**src/sv/fcfp_pkg.sv**
```systemverilog
// ----------------------------------------------------------------------------
// fcfp_pkg: shared types and constants of the framed command field parser
// Character codes, field kinds, value widths and the result record.
// ----------------------------------------------------------------------------
package fcfp_pkg;

    localparam int unsigned FRAME_LIMIT = 40;
    localparam int unsigned FIELD_CHARS = 9;

    localparam int unsigned ACC_W = 30;
    localparam int unsigned CUR_W = 32;
    localparam int unsigned LEN_W = 6;
    localparam int unsigned CHR_W = 4;
    localparam int unsigned FRC_W = 3;

    localparam logic [7:0] CH_S   = 8'h53;
    localparam logic [7:0] CH_E   = 8'h45;
    localparam logic [7:0] CH_C   = 8'h63;
    localparam logic [7:0] CH_D   = 8'h64;
    localparam logic [7:0] CH_F   = 8'h66;
    localparam logic [7:0] CH_1   = 8'h31;
    localparam logic [7:0] CH_2   = 8'h32;
    localparam logic [7:0] CH_0   = 8'h30;
    localparam logic [7:0] CH_9   = 8'h39;
    localparam logic [7:0] CH_DOT = 8'h2E;

    localparam logic [1:0] FLD_NONE = 2'd0;
    localparam logic [1:0] FLD_CUR  = 2'd1;
    localparam logic [1:0] FLD_DUTY = 2'd2;
    localparam logic [1:0] FLD_FREQ = 2'd3;

    localparam logic [FRC_W-1:0] FRAC_NONE  = 3'd0;
    localparam logic [FRC_W-1:0] FRAC_POINT = 3'd1;
    localparam logic [FRC_W-1:0] FRAC_TWO   = 3'd2;
    localparam logic [FRC_W-1:0] FRAC_ONE   = 3'd3;
    localparam logic [FRC_W-1:0] FRAC_FULL  = 3'd4;

    typedef logic [ACC_W-1:0] t_acc;
    typedef logic [CUR_W-1:0] t_cur;

    typedef struct packed {
        logic [CHR_W-1:0] chars;
        logic             stopped;
        logic [FRC_W-1:0] frac;
        t_acc             acc;
    } t_field_state;

    typedef struct packed {
        logic led_on;
        logic end_seen;
        logic frame_ok;
        t_cur current_milli;
        t_acc duty_value;
        t_acc frequency_value;
    } t_result;

    function automatic logic [1:0] mark_kind(input logic [7:0] b);
        logic [1:0] k;
        begin
            k = FLD_NONE;
            if (b == CH_C) k = FLD_CUR;
            if (b == CH_D) k = FLD_DUTY;
            if (b == CH_F) k = FLD_FREQ;
            return k;
        end
    endfunction

endpackage

```
**src/sv/fcfp_in_if.sv**
```systemverilog
// ----------------------------------------------------------------------------
// fcfp_in_if: received byte channel
// Valid/ready channel that carries one received character per request.
// ----------------------------------------------------------------------------
interface fcfp_in_if;
    logic       valid;
    logic       ready;
    logic [7:0] rx_byte;

    modport source (output valid, output rx_byte, input ready);
    modport sink (input valid, input rx_byte, output ready);
endinterface

```
**src/sv/fcfp_out_if.sv**
```systemverilog
// ----------------------------------------------------------------------------
// fcfp_out_if: parser result channel
// Valid/ready channel that carries the LED level, frame flags and held fields.
// ----------------------------------------------------------------------------
interface fcfp_out_if;
    logic        valid;
    logic        ready;
    logic        led_on;
    logic        end_seen;
    logic        frame_ok;
    logic [31:0] current_milli;
    logic [29:0] duty_value;
    logic [29:0] frequency_value;

    modport source (output valid, output led_on, output end_seen, output frame_ok,
                    output current_milli, output duty_value, output frequency_value,
                    input ready);
    modport sink (input valid, input led_on, input end_seen, input frame_ok,
                  input current_milli, input duty_value, input frequency_value,
                  output ready);
endinterface

```
**src/sv/framed_command_field_parser.sv**
```systemverilog
// ----------------------------------------------------------------------------
// framed_command_field_parser: command stream frame and field parser
// Byte-wide command parser with an input register and a result register.
// ----------------------------------------------------------------------------
// Usage:
// Received characters enter on i_rx, one per request, under valid/ready.
// Every character gives exactly one result request on o_res, in order.
// 'S' opens a frame, 'c', 'd' and 'f' pairs enclose decimal fields, and
// 'E' closes the frame and updates the held current, duty and frequency.
// Bytes '1' and '2' switch the LED level off and on.
// A character passes an input register and then the result register before
// its result is shown. One character is accepted in every cycle while o_res
// is taken; the frame and field state is updated combinationally from each
// character and registered, which allows that rate.
// Reset clears the frame state, the held values and the LED level and empties
// both registers. When the receiver stalls, the result is held; one more
// character is taken into an empty input register before i_rx.ready drops.
// ----------------------------------------------------------------------------
module framed_command_field_parser
    import fcfp_pkg::*;
(
    input  logic  i_clk,
    input  logic  i_rst_n,
    fcfp_in_if.sink    i_rx,
    fcfp_out_if.source o_res
);

    logic       r_in_valid;
    logic [7:0] r_in_byte;
    logic       r_out_valid;
    logic       advance;
    logic       step;
    t_result    res;

    assign advance    = !r_out_valid || o_res.ready;
    assign step       = r_in_valid && advance;
    assign i_rx.ready = i_rst_n && (!r_in_valid || advance);

    always_ff @(posedge i_clk) begin
        if (!i_rst_n) begin
            r_in_valid  <= 1'b0;
            r_out_valid <= 1'b0;
        end else begin
            if (i_rx.valid && i_rx.ready) begin
                r_in_valid <= 1'b1;
            end else if (advance) begin
                r_in_valid <= 1'b0;
            end
            if (advance) begin
                r_out_valid <= r_in_valid;
            end
        end
    end

    always_ff @(posedge i_clk) begin
        if (i_rx.valid && i_rx.ready) begin
            r_in_byte <= i_rx.rx_byte;
        end
    end

    fcfp_parser u_parser (
        .i_clk   (i_clk),
        .i_rst_n (i_rst_n),
        .i_step  (step),
        .i_byte  (r_in_byte),
        .o_res   (res)
    );

    assign o_res.valid           = r_out_valid;
    assign o_res.led_on          = res.led_on;
    assign o_res.end_seen        = res.end_seen;
    assign o_res.frame_ok        = res.frame_ok;
    assign o_res.current_milli   = res.current_milli;
    assign o_res.duty_value      = res.duty_value;
    assign o_res.frequency_value = res.frequency_value;

endmodule

```
**src/sv/fcfp_text_acc.sv**
```systemverilog
// ----------------------------------------------------------------------------
// fcfp_text_acc: field text accumulator
// Takes one text character into the open field's decimal value.
// ----------------------------------------------------------------------------
module fcfp_text_acc
    import fcfp_pkg::*;
(
    input  t_field_state i_state,
    input  logic [7:0]   i_byte,
    input  logic         i_is_current,
    output t_field_state o_state
);

    logic       is_digit;
    logic [3:0] digit;
    logic [ACC_W+3:0] mac;

    assign is_digit = (i_byte >= CH_0) && (i_byte <= CH_9);
    assign digit    = 4'(i_byte - CH_0);
    assign mac      = (ACC_W+4)'(i_state.acc) * (ACC_W+4)'(10) + (ACC_W+4)'(digit);

    always_comb begin
        o_state = i_state;
        if (i_state.chars < CHR_W'(FIELD_CHARS)) begin
            o_state.chars = i_state.chars + CHR_W'(1);
            if (!i_state.stopped) begin
                if (is_digit) begin
                    if (i_state.frac == FRAC_NONE) begin
                        o_state.acc = mac[ACC_W-1:0];
                    end else if (i_state.frac < FRAC_FULL) begin
                        o_state.acc  = mac[ACC_W-1:0];
                        o_state.frac = i_state.frac + FRC_W'(1);
                    end
                end else if (i_byte == CH_DOT && i_is_current
                             && i_state.frac == FRAC_NONE) begin
                    o_state.frac = FRAC_POINT;
                end else begin
                    o_state.stopped = 1'b1;
                end
            end
        end
    end

endmodule

```
**src/sv/fcfp_cur_scale.sv**
```systemverilog
// ----------------------------------------------------------------------------
// fcfp_cur_scale: current field scaling
// Scales the digit value to thousandths and saturates it to 32 bits.
// ----------------------------------------------------------------------------
module fcfp_cur_scale
    import fcfp_pkg::*;
(
    input  t_acc             i_acc,
    input  logic [FRC_W-1:0] i_frac,
    output t_cur             o_current
);

    localparam int unsigned PROD_W = ACC_W + 10;

    logic [9:0]        scale;
    logic [PROD_W-1:0] prod;

    always_comb begin
        case (i_frac)
            FRAC_NONE, FRAC_POINT: scale = 10'd1000;
            FRAC_TWO:              scale = 10'd100;
            FRAC_ONE:              scale = 10'd10;
            default:               scale = 10'd1;
        endcase
    end

    assign prod      = PROD_W'(i_acc) * PROD_W'(scale);
    assign o_current = (|prod[PROD_W-1:CUR_W]) ? '1 : prod[CUR_W-1:0];

endmodule

```
**src/sv/fcfp_parser.sv**
```systemverilog
// ----------------------------------------------------------------------------
// fcfp_parser: frame and field state with result register
// Updates framing, field and held values for one byte and registers the result.
// ----------------------------------------------------------------------------
module fcfp_parser
    import fcfp_pkg::*;
(
    input  logic       i_clk,
    input  logic       i_rst_n,
    input  logic       i_step,
    input  logic [7:0] i_byte,
    output t_result    o_res
);

    logic             r_in_frame,  n_in_frame;
    logic [LEN_W-1:0] r_len,       n_len;
    logic [1:0]       r_open,      n_open;
    logic [2:0]       r_done,      n_done;
    t_field_state     r_fld,       n_fld;
    t_cur             r_pend_cur,  n_pend_cur;
    t_acc             r_pend_duty, n_pend_duty;
    t_acc             r_pend_freq, n_pend_freq;
    t_cur             r_held_cur,  n_held_cur;
    t_acc             r_held_duty, n_held_duty;
    t_acc             r_held_freq, n_held_freq;
    logic             r_led,       n_led;
    t_result          r_res,       n_res;

    t_field_state fld_text;
    t_cur         cur_scaled;
    logic [1:0]   kind;
    logic         kind_done;
    logic         end_seen;
    logic         frame_ok;
    logic         live;

    fcfp_text_acc u_text (
        .i_state      (r_fld),
        .i_byte       (i_byte),
        .i_is_current (r_open == FLD_CUR),
        .o_state      (fld_text)
    );

    fcfp_cur_scale u_scale (
        .i_acc     (r_fld.acc),
        .i_frac    (r_fld.frac),
        .o_current (cur_scaled)
    );

    assign kind = mark_kind(i_byte);

    always_comb begin
        case (kind)
            FLD_CUR:  kind_done = r_done[0];
            FLD_DUTY: kind_done = r_done[1];
            FLD_FREQ: kind_done = r_done[2];
            default:  kind_done = 1'b1;
        endcase
    end

    always_comb begin
        n_in_frame  = r_in_frame;
        n_len       = r_len;
        n_open      = r_open;
        n_done      = r_done;
        n_fld       = r_fld;
        n_pend_cur  = r_pend_cur;
        n_pend_duty = r_pend_duty;
        n_pend_freq = r_pend_freq;
        n_held_cur  = r_held_cur;
        n_held_duty = r_held_duty;
        n_held_freq = r_held_freq;
        n_led       = r_led;
        end_seen    = 1'b0;
        frame_ok    = 1'b0;
        live        = 1'b0;

        if (i_byte == CH_1) n_led = 1'b0;
        if (i_byte == CH_2) n_led = 1'b1;

        if (i_byte == CH_S) begin
            n_in_frame  = 1'b1;
            n_len       = LEN_W'(1);
            n_open      = FLD_NONE;
            n_done      = 3'b000;
            n_pend_cur  = '0;
            n_pend_duty = '0;
            n_pend_freq = '0;
        end else begin
            live = r_in_frame;
            if (r_in_frame && r_len >= LEN_W'(FRAME_LIMIT)) begin
                live       = 1'b0;
                n_in_frame = 1'b0;
                n_open     = FLD_NONE;
            end
            end_seen = (i_byte == CH_E);
            if (live) begin
                n_len = r_len + LEN_W'(1);
                if (i_byte == CH_E) begin
                    if (r_done[0]) n_held_cur  = r_pend_cur;
                    if (r_done[1]) n_held_duty = r_pend_duty;
                    if (r_done[2]) n_held_freq = r_pend_freq;
                    frame_ok   = 1'b1;
                    n_in_frame = 1'b0;
                    n_open     = FLD_NONE;
                end else if (r_open != FLD_NONE) begin
                    if (kind == r_open) begin
                        case (r_open)
                            FLD_CUR: begin
                                n_pend_cur = cur_scaled;
                                n_done[0]  = 1'b1;
                            end
                            FLD_DUTY: begin
                                n_pend_duty = r_fld.acc;
                                n_done[1]   = 1'b1;
                            end
                            default: begin
                                n_pend_freq = r_fld.acc;
                                n_done[2]   = 1'b1;
                            end
                        endcase
                        n_open = FLD_NONE;
                    end else begin
                        n_fld = fld_text;
                    end
                end else if (!kind_done) begin
                    n_open        = kind;
                    n_fld.chars   = '0;
                    n_fld.stopped = 1'b0;
                    n_fld.frac    = FRAC_NONE;
                    n_fld.acc     = '0;
                end
            end
        end

        n_res.led_on          = n_led;
        n_res.end_seen        = end_seen;
        n_res.frame_ok        = frame_ok;
        n_res.current_milli   = n_held_cur;
        n_res.duty_value      = n_held_duty;
        n_res.frequency_value = n_held_freq;
    end

    always_ff @(posedge i_clk) begin
        if (!i_rst_n) begin
            r_in_frame  <= 1'b0;
            r_len       <= '0;
            r_open      <= FLD_NONE;
            r_done      <= '0;
            r_fld       <= '0;
            r_pend_cur  <= '0;
            r_pend_duty <= '0;
            r_pend_freq <= '0;
            r_held_cur  <= '0;
            r_held_duty <= '0;
            r_held_freq <= '0;
            r_led       <= 1'b0;
        end else if (i_step) begin
            r_in_frame  <= n_in_frame;
            r_len       <= n_len;
            r_open      <= n_open;
            r_done      <= n_done;
            r_fld       <= n_fld;
            r_pend_cur  <= n_pend_cur;
            r_pend_duty <= n_pend_duty;
            r_pend_freq <= n_pend_freq;
            r_held_cur  <= n_held_cur;
            r_held_duty <= n_held_duty;
            r_held_freq <= n_held_freq;
            r_led       <= n_led;
        end
    end

    always_ff @(posedge i_clk) begin
        if (i_step) begin
            r_res <= n_res;
        end
    end

    assign o_res = r_res;

endmodule

```
**src/flat_wrapper.sv**
```systemverilog
// flat-port wrapper written by rule: the top's interface ports become plain ports
module framed_command_field_parser_flat import fcfp_pkg::*;
  (i_clk, i_rst_n, i_rx_valid, i_rx_rx_byte, i_rx_ready, o_res_valid, o_res_led_on, o_res_end_seen, o_res_frame_ok, o_res_current_milli, o_res_duty_value, o_res_frequency_value, o_res_ready);
  fcfp_in_if i_rx_i ();
  fcfp_out_if o_res_i ();
  input  logic i_clk;
  input  logic i_rst_n;
  input wire logic [$bits(i_rx_i.valid)-1:0] i_rx_valid;
  input wire logic [$bits(i_rx_i.rx_byte)-1:0] i_rx_rx_byte;
  output wire logic [$bits(i_rx_i.ready)-1:0] i_rx_ready;
  output wire logic [$bits(o_res_i.valid)-1:0] o_res_valid;
  output wire logic [$bits(o_res_i.led_on)-1:0] o_res_led_on;
  output wire logic [$bits(o_res_i.end_seen)-1:0] o_res_end_seen;
  output wire logic [$bits(o_res_i.frame_ok)-1:0] o_res_frame_ok;
  output wire logic [$bits(o_res_i.current_milli)-1:0] o_res_current_milli;
  output wire logic [$bits(o_res_i.duty_value)-1:0] o_res_duty_value;
  output wire logic [$bits(o_res_i.frequency_value)-1:0] o_res_frequency_value;
  input wire logic [$bits(o_res_i.ready)-1:0] o_res_ready;
  assign i_rx_i.valid = i_rx_valid;
  assign i_rx_i.rx_byte = i_rx_rx_byte;
  assign i_rx_ready = i_rx_i.ready;
  assign o_res_valid = o_res_i.valid;
  assign o_res_led_on = o_res_i.led_on;
  assign o_res_end_seen = o_res_i.end_seen;
  assign o_res_frame_ok = o_res_i.frame_ok;
  assign o_res_current_milli = o_res_i.current_milli;
  assign o_res_duty_value = o_res_i.duty_value;
  assign o_res_frequency_value = o_res_i.frequency_value;
  assign o_res_i.ready = o_res_ready;
  framed_command_field_parser u_core (.i_clk(i_clk), .i_rst_n(i_rst_n), .i_rx(i_rx_i), .o_res(o_res_i));
endmodule
```
**config.mk**
```make
export PLATFORM = sky130hd
export DESIGN_NAME = framed_command_field_parser_flat
export DESIGN_NICKNAME = d
export VERILOG_FILES = /design/src/sv/fcfp_pkg.sv /design/src/sv/fcfp_in_if.sv /design/src/sv/fcfp_out_if.sv /design/src/sv/framed_command_field_parser.sv /design/src/sv/fcfp_text_acc.sv /design/src/sv/fcfp_cur_scale.sv /design/src/sv/fcfp_parser.sv /design/src/flat_wrapper.sv
export SDC_FILE = /design/constraint.sdc
export NUM_CORES = 1
export LEC_CHECK = 0
export ABC_AREA = 0
export BUFFER_PORTS_ARGS = -buffer_cell sky130_fd_sc_hd__clkbuf_2
export CORE_ASPECT_RATIO = 0.5
export CORE_UTILIZATION = 49
export CTS_BUF_LIST = sky130_fd_sc_hd__clkbuf_2
export CTS_CLUSTER_SIZE = 20
export DETAILED_ROUTE_END_ITERATION = 12
export PLACE_DENSITY = 0.76
export REMOVE_ABC_BUFFERS = 1
export SYNTH_ARGS = -nofsm -noshare
export SYNTH_HDL_FRONTEND = slang
export SYNTH_SLANG_ARGS = --single-unit
```
**constraint.sdc**
```tcl
create_clock -name i_clk -period 7.9 [get_ports i_clk]
set_input_delay 1.185 -clock i_clk [delete_from_list [all_inputs] [get_ports i_clk]]
set_output_delay 1.185 -clock i_clk [all_outputs]
set_load 0.02 [all_outputs]
```
==> results of run 1 <==
[report_power, final]
group	leakage (nW)	internal, mW	switching, mW
clock	0.616	0.564	0.722
combinational	8.60	0.0875	0.144
sequential	2.90	1.86	0.0256
[worst reg2reg max path, delay by kind of cell, from the launching register on]
family | cells | cell delay (ps)
AOI/OAI and AO/OA | 6 | 1580
adders and majority gates | 7 | 2870
buffers and inverters | 4 | 560
DFF | 1 | 430
and+or+nand+nor | 7 | 1730
[layout make-up]
type,instances,area share (%)
antenna,1,0.00931
clock inverter,30,0.949
inverter,228,3.20
tap,678,3.15
timing repair buffer,149,3.16
clock buffer,117,2.18
sequential,340,29.1
multi-input combinational,1971,58.2
[worst min-delay path by stage]
stage / cells after the start / from / end
final: 1 / i_rx_rx_byte[6] / u_core.r_in_byte[6]
after CTS: 1 / i_rx_rx_byte[6] / u_core.r_in_byte[6]
after global placement: 2 / u_core.u_parser.r_len[5] / u_core.u_parser.r_len[5]
after detailed placement: 2 / u_core.u_parser.r_led / u_core.u_parser.r_led
after global routing: 1 / i_rx_rx_byte[6] / u_core.r_in_byte[6]
after floorplan: 2 / u_core.u_parser.r_len[5] / u_core.u_parser.r_len[5]
[layer usage]
| metal | part of all wire (%) | track usage [%] | up-vias |
|---|---|---|---|
| li1 | - | - | 9419 |
| met1 | 45 | 32.0 | 9613 |
| met2 | 46 | 37.8 | 603 |
| met3 | 7.5 | 5.12 | 83 |
| met4 | 2.0 | 6.86 | 2 |
| met5 | 0.021 | 0 | - |
[cells by family (layout without fill, tap and decap cells)]
kind of cell	after synthesis	after routing	synth area share, %
buf+inv	392	524	6.02
fa+ha+maj	350	350	22.9
compound gates	493	493	12.9
simple gates	929	929	18.7
xor+xnor	98	98	3.47
other cells	0	1	0
mux	101	101	4.54
flops	340	340	31.5
[sequential cells by signal (all words and copies together), names as in the netlist]
signal and count:
u_core.o_res.valid 1, u_core.u_parser.r_open 2, u_core.u_parser.r_pend_duty 30, u_core.u_parser.r_in_frame 1, u_core.r_in_valid 1, u_core.u_parser.r_done 3
u_core.u_parser.r_pend_freq 30, u_core.u_parser.r_held_cur 32, u_core.u_parser.r_len 6, u_core.u_parser.o_res 95, u_core.u_parser.r_pend_cur 32, u_core.r_in_byte 8
u_core.u_parser.r_held_duty 30, u_core.u_parser.r_led 1, u_core.u_parser.r_held_freq 30, u_core.u_parser.r_fld 38
[cell usage in the layout (no fill, tap or decap), types with 6 or more instances in the layout]
cell type / instances
o31ai_1: 8
nor2b_1: 87
a21oi_1: 150
inv_1: 227
mux2_2: 96
o21ai_0: 79
o211ai_1: 7
ha_1: 173
and2_1: 59
clkbuf_2: 224
a21boi_0: 19
dfxtp_1: 237
nor4_1: 11
a21o_1: 25
nand4_1: 19
a41oi_1: 8
a22oi_1: 66
or2_2: 7
xor2_1: 33
o21a_1: 10
or3_1: 6
nor3_1: 31
xnor2_1: 64
and3_1: 12
nand2_1: 231
o21bai_1: 7
nand2b_1: 13
fa_1: 177
nor3b_1: 95
buf_4: 42
clkinv_1: 17
a31oi_1: 40
edfxtp_1: 103
nor2_1: 285
a211oi_1: 8
nand3_1: 32
[per-stage QoR]
stage / hold slack, ps / instance area, sq um / instances
6_report: 376 / 26900 / 3514
5_1_grt: 307 / 26900 / 3514
4_1_cts: 271 / 26900 / 3513
3_5_place_dp: 478 / 26000 / 3366
3_3_place_gp: 468 / 26000 / 3366
2_1_floorplan: 434 / 24300 / 2539
==> flow_summary.json, run 1 <==
{
  "final_util_pct": 54.5,
  "drc": 0,
  "rsz0062_at_grt": "no",
  "path_max_fanout": 32,
  "final.fill_count": 4407,
  "synth_edf_count": 103,
  "pwr_density_cell_nw_per_um2": 127,
  "worst_slack_ps": 558,
  "fp-row-count": 57,
  "htreeDepth": 3,
  "hold_viol": 0,
  "synth.distinct_cells": 87,
  "vdd_drop_max_mv": 0.109,
  "antenna_found_initial": 2,
  "status": "finished, final reports clean",
  "clk_pin_slew_ps": 110,
  "drt_iter0_drc": 1570,
  "reg2reg_slack_ps": 560,
  "first_pass_iters": 7,
  "crit_chain": "inv_1 -> ha_1 -> nor2_1 -> nor2_1 -> or2_2 -> and2_1 -> ha_1 -> fa_1 -> fa_1 -> fa_1 -> inv_1 -> fa_1 -> inv_1 -> ha_1 -> a21o_1 -> a211oi_1 -> nor3_1 -> a2111oi_2 -> nor2b_1 -> a21oi_1 -> or4_1 -> a2111oi_4 -> buf_4 -> a41oi_1",
  "synth_top_area_share_pct": 19.0,
  "startpoint": "u_core.u_parser.r_fld[30]",
  "wirelength_mm": 61.2,
  "crit_arrival_ps": 8140,
  "fin_tns_setup_ps": 0,
  "area_delta_synth_final_pct": 7.93,
  "finalCriticalPeriod_ps": 7340,
  "yosysWarnings": 0,
  "ios": 109,
  "grt_max_degree": 109,
  "avgViaCountPerCell": 5.61,
  "grt_pass1_wl_mm": 98.8,
  "cts.path.max_buffers": 3,
  "ys_seq_area_share_pct": 31.5,
  "wl_per_cell_um": 17.4,
  "portBuffers": 108,
  "crit_type": "register to register",
  "synth_area_per_cell_sq_um": 9.22,
  "fmax_mhz": 136,
  "cts_setup_buffers": 0,
  "reg2reg_depth": 24,
  "synthCells": 2703,
  "r2r_start": "u_core.u_parser.r_fld[30]",
  "seqCellArea_sq_um": 7840,
  "path_delay_family": "adder cells",
  "power_mw": 3.41,
  "track_usage_pct": 23.6,
  "start_util_pct": 50.5,
  "grt_pass1_vias": 19200,
  "cp.required_ps": 8690,
  "yosysTopAreaCell": "dfxtp_1",
  "insertion_delay_ps": 980,
  "tightest_slew_ps": 1080,
  "setup_viol": 0,
  "synth_common_cells": "nor2_1, dfxtp_1, nand2_1, inv_1, fa_1",
  "synth_ff_type": "dfxtp_1",
  "die_y_um": 161,
  "skew_ps": 119,
  "multi_input_area_sq_um": 15700,
  "pre_cts_ws_ps": 706,
  "max_cap_viol_count": 0,
  "ys_ff_latch": 340,
  "max_stage_delay_ps": 560,
  "cts_root_buffer": "clkbuf_2",
  "nets": 3134,
  "cts_sinks": 340,
  "ys_async_sr_fraction_pct": 0,
  "grt_overflow_total": 0,
  "cp_num_cells": 24,
  "maxSlewViolCount": 0,
  "antenna_left": 0,
  "path_buf_inv": 4,
  "die-area_sq_um": 51800,
  "finalCritPeriodShare_pct": 92.9,
  "cp-end-kind": "register",
  "hold_path.class": "primary input to register",
  "cp-endpoint": "u_core.u_parser.r_pend_cur[27]",
  "power.leakage_nw": 12.1,
  "synth_area_leaders": "dfxtp_1, fa_1, edfxtp_1",
  "cts.repair.resized": 0,
  "path_common_cell": "fa_1",
  "cts_hold_buffers": 0,
  "synth.most_common_cell": "nor2_1",
  "die_w_um": 321,
  "numCtsBuffers": 82,
  "drive_gt1_share_pct": 14.6,
  "slowest_stage": "fa_1",
  "gp_congestion": 0.927,
  "routed-via-count": 19700,
  "netlist_area_sq_um": 24900,
  "fp.coreArea_sq_um": 49400,
  "r2r_end": "u_core.u_parser.r_pend_cur[27]",
  "slew_headroom_pct": 27.8,
  "cts_tree": "built",
  "cp-start-kind": "register",
  "place_hpwl_mm": 45.5
}
Power figures use the tool's default switching activity.
==> run 2: changes to the inputs <==
--- a/config.mk
+++ b/config.mk
@@ -5,7 +5,7 @@
 export SDC_FILE = /design/constraint.sdc
 export NUM_CORES = 1
 export LEC_CHECK = 0
-export ABC_AREA = 0
+export ABC_AREA = 1
 export BUFFER_PORTS_ARGS = -buffer_cell sky130_fd_sc_hd__clkbuf_2
 export CORE_ASPECT_RATIO = 0.5
 export CORE_UTILIZATION = 49
@@ -17,3 +17,4 @@
 export SYNTH_ARGS = -nofsm -noshare
 export SYNTH_HDL_FRONTEND = slang
 export SYNTH_SLANG_ARGS = --single-unit
+export TNS_END_PERCENT = 5
==> run 2 against run 1 <==
Power down 2.3%. Clock-buffer cell count up 11. First-iteration DRC count up 23%. Synthesized cell count up 24%. Sequential share of layout area down 0.30 points. Critical path type unchanged. Critical endpoint is now u_core.u_parser.r_pend_cur[1].
==> flow_summary.json, run 2 <==
{
  "die_w_um": 324,
  "crit_arrival_ps": 8170,
  "path_common_cell": "nand2_1",
  "synth_top_area_share_pct": 18.7,
  "first_pass_iters": 8,
  "yosysWarnings": 0,
  "cts.path.max_buffers": 3,
  "layout_common_cells": "nand2_1, inv_1, a21oi_1, nor2_1, dfxtp_1",
  "cp.required_ps": 8750,
  "hold_path.class": "primary input to register",
  "cts.repair.resized": 0,
  "holdWs_ps": 314,
  "cts_hold_buffers": 0,
  "die_y_um": 163,
  "routed-via-count": 22100,
  "skew_ps": 105,
  "cts_tree": "built",
  "seqCellArea_sq_um": 7840,
  "synth_ff_type": "dfxtp_1",
  "crit_type": "register to register",
  "synthCells": 3363,
  "power.leakage_nw": 14.0,
  "dp.cells": 4060,
  "synth_common_cells": "nand2_1, inv_1, a21oi_1, nor2_1, dfxtp_1",
  "cts_setup_buffers": 0,
  "fin_tns_setup_ps": 0,
  "rsz0062_at_grt": "no",
  "slew_headroom_pct": 23.1,
  "ios": 109,
  "netlist_area_sq_um": 25300,
  "fp-row-count": 58,
  "path_max_fanout": 32,
  "gp_congestion": 0.923,
  "final_cells": 4211,
  "ys_ff_latch": 340,
  "slowest_stage": "clkinvlp_4",
  "grt_max_degree": 108,
  "grt_pass1_wl_mm": 107,
  "cts_root_buffer": "clkbuf_2",
  "cp-end-kind": "register",
  "numCtsBuffers": 80,
  "insertion_delay_ps": 1070,
  "grt_overflow_total": 0,
  "cts_sinks": 340,
  "cp-start-kind": "register",
  "largest_reg_flops": 95,
  "htreeDepth": 3,
  "path_buf_inv": 7,
  "setup_viol": 0,
  "max_stage_delay_ps": 710,
  "power_mw": 3.33,
  "place_hpwl_mm": 49.9,
  "maxSlewViolCount": 0,
  "final_util_pct": 53.6,
  "wirelength_mm": 66.2,
  "synth_area_leaders": "dfxtp_1, fa_1, edfxtp_1",
  "pwr_density_cell_nw_per_um2": 123,
  "synth_area_per_cell_sq_um": 7.53,
  "drc": 0,
  "synth_edf_count": 103,
  "path_delay_family": "adder cells",
  "wl_per_cell_um": 15.7,
  "synth.distinct_cells": 47,
  "finalCritPeriodShare_pct": 92.6,
  "status": "finished, final reports clean",
  "start_util_pct": 50.0,
  "portBuffers": 108,
  "avgViaCountPerCell": 5.24,
  "final_common_cell": "nand2_1",
  "antenna_left": 0,
  "yosysTopAreaCell": "dfxtp_1",
  "ys_async_sr_fraction_pct": 0,
  "multi_input_area_sq_um": 14600,
  "drive_gt1_share_pct": 9.33,
  "track_usage_pct": 25.5,
  "vdd_drop_max_mv": 0.0771,
  "fmax_mhz": 137,
  "synth.most_common_cell": "nand2_1",
  "tightest_slew_ps": 1150,
  "nets": 3814,
  "clk_pin_slew_ps": 110,
  "hold_viol": 0,
  "ys_seq_area_share_pct": 30.9,
  "finalCriticalPeriod_ps": 7320,
  "grt_pass1_vias": 20900,
  "max_cap_viol_count": 0,
  "antenna_found_initial": 5,
  "final.fill_count": 4848,
  "area_delta_synth_final_pct": 7.28,
  "fp.coreArea_sq_um": 50700,
  "drt_iter0_drc": 1930,
  "die-area_sq_um": 52700
}
==> run 2: changes by cell type in the layout (fill, tap and decap cells not counted), moves of 95 or more <==
cell,before,now
nor3b_1,95,0
nand3_1,32,148
o21ai_0,79,179
a21oi_1,150,380
inv_1,227,614
nand2_1,231,730
mux2_2,96,0
==> run 2: where the power goes <==
| group | internal, mW | switching [mW] | total [mW] |
|---|---|---|---|
| Combinational | 0.0583 | 0.150 | 0.208 |
| Sequential | 1.86 | 0.0191 | 1.88 |
| Clock | 0.478 | 0.761 | 1.24 |
| Total | 2.40 | 0.929 | 3.33 |
==> run 2: worst paths after layout <==
kind                                                 from                       endpoint  slack, ps  cells past startpoint
worst max register to register  u_core.u_parser.r_fld[30]  u_core.u_parser.r_pend_cur[1]        580                     31
worst min-delay path                      i_rx_rx_byte[0]            u_core.r_in_byte[0]        310                      1
worst min register to register   u_core.u_parser.r_len[5]       u_core.u_parser.r_len[5]        470                      2
worst max-delay path            u_core.u_parser.r_fld[30]  u_core.u_parser.r_pend_cur[1]        580                     31
==> run 2: metrics by stage <==
step                      setup WS (ps)  area, sq um
after floorplan                     453        24800
after global placement              638        26400
after detailed placement            605        26400
after CTS                           510        27200
after global routing                124        27200
final                               583        27200
==> run 2: per-layer routing <==
metal / GRT usage, % / up-vias / share of wire, %
li1: - / 10800 / -
met1: 37.1 / 10400 / 48
met2: 38.7 / 729 / 43
met3: 4.84 / 100 / 7.6
met4: 6.31 / 2 / 1.7
met5: 0 / - / 0.020
==> run 2: cells by family (layout without fill, tap and decap cells) <==
| logic type | after synthesis | count (layout) | synth area share (%) |
|---|---|---|---|
| adder cells (fa/ha/maj) | 350 | 350 | 22.5 |
| AO/OA/AOI/OAI | 637 | 637 | 13.0 |
| AND/OR/NAND/NOR | 1227 | 1227 | 20.0 |
| buffers and inverters | 749 | 903 | 11.5 |
| other | 0 | 4 | 0 |
| flip-flops | 340 | 340 | 30.9 |
| XOR/XNOR | 60 | 60 | 2.10 |
==> run 2: cell type report <==
cell class,count,share of cell area [%]
Antenna cell,4,0.0368
Tap cell,690,3.18
Inverter,628,8.71
Timing Repair Buffer,128,2.54
Multi-Input combinational cell,2274,53.8
Clock inverter,19,0.576
Sequential cell,340,28.8
Clock buffer,128,2.36
==> run 2: worst register-to-register path: cells and delay by family, from the launching register on <==
| kind | cells | cell delay, ps |
|---|---|---|
| fa+ha+maj | 7 | 2810 |
| simple gates | 16 | 2270 |
| buf+inv | 7 | 1560 |
| flops | 1 | 390 |
| compound gates | 1 | 80 |
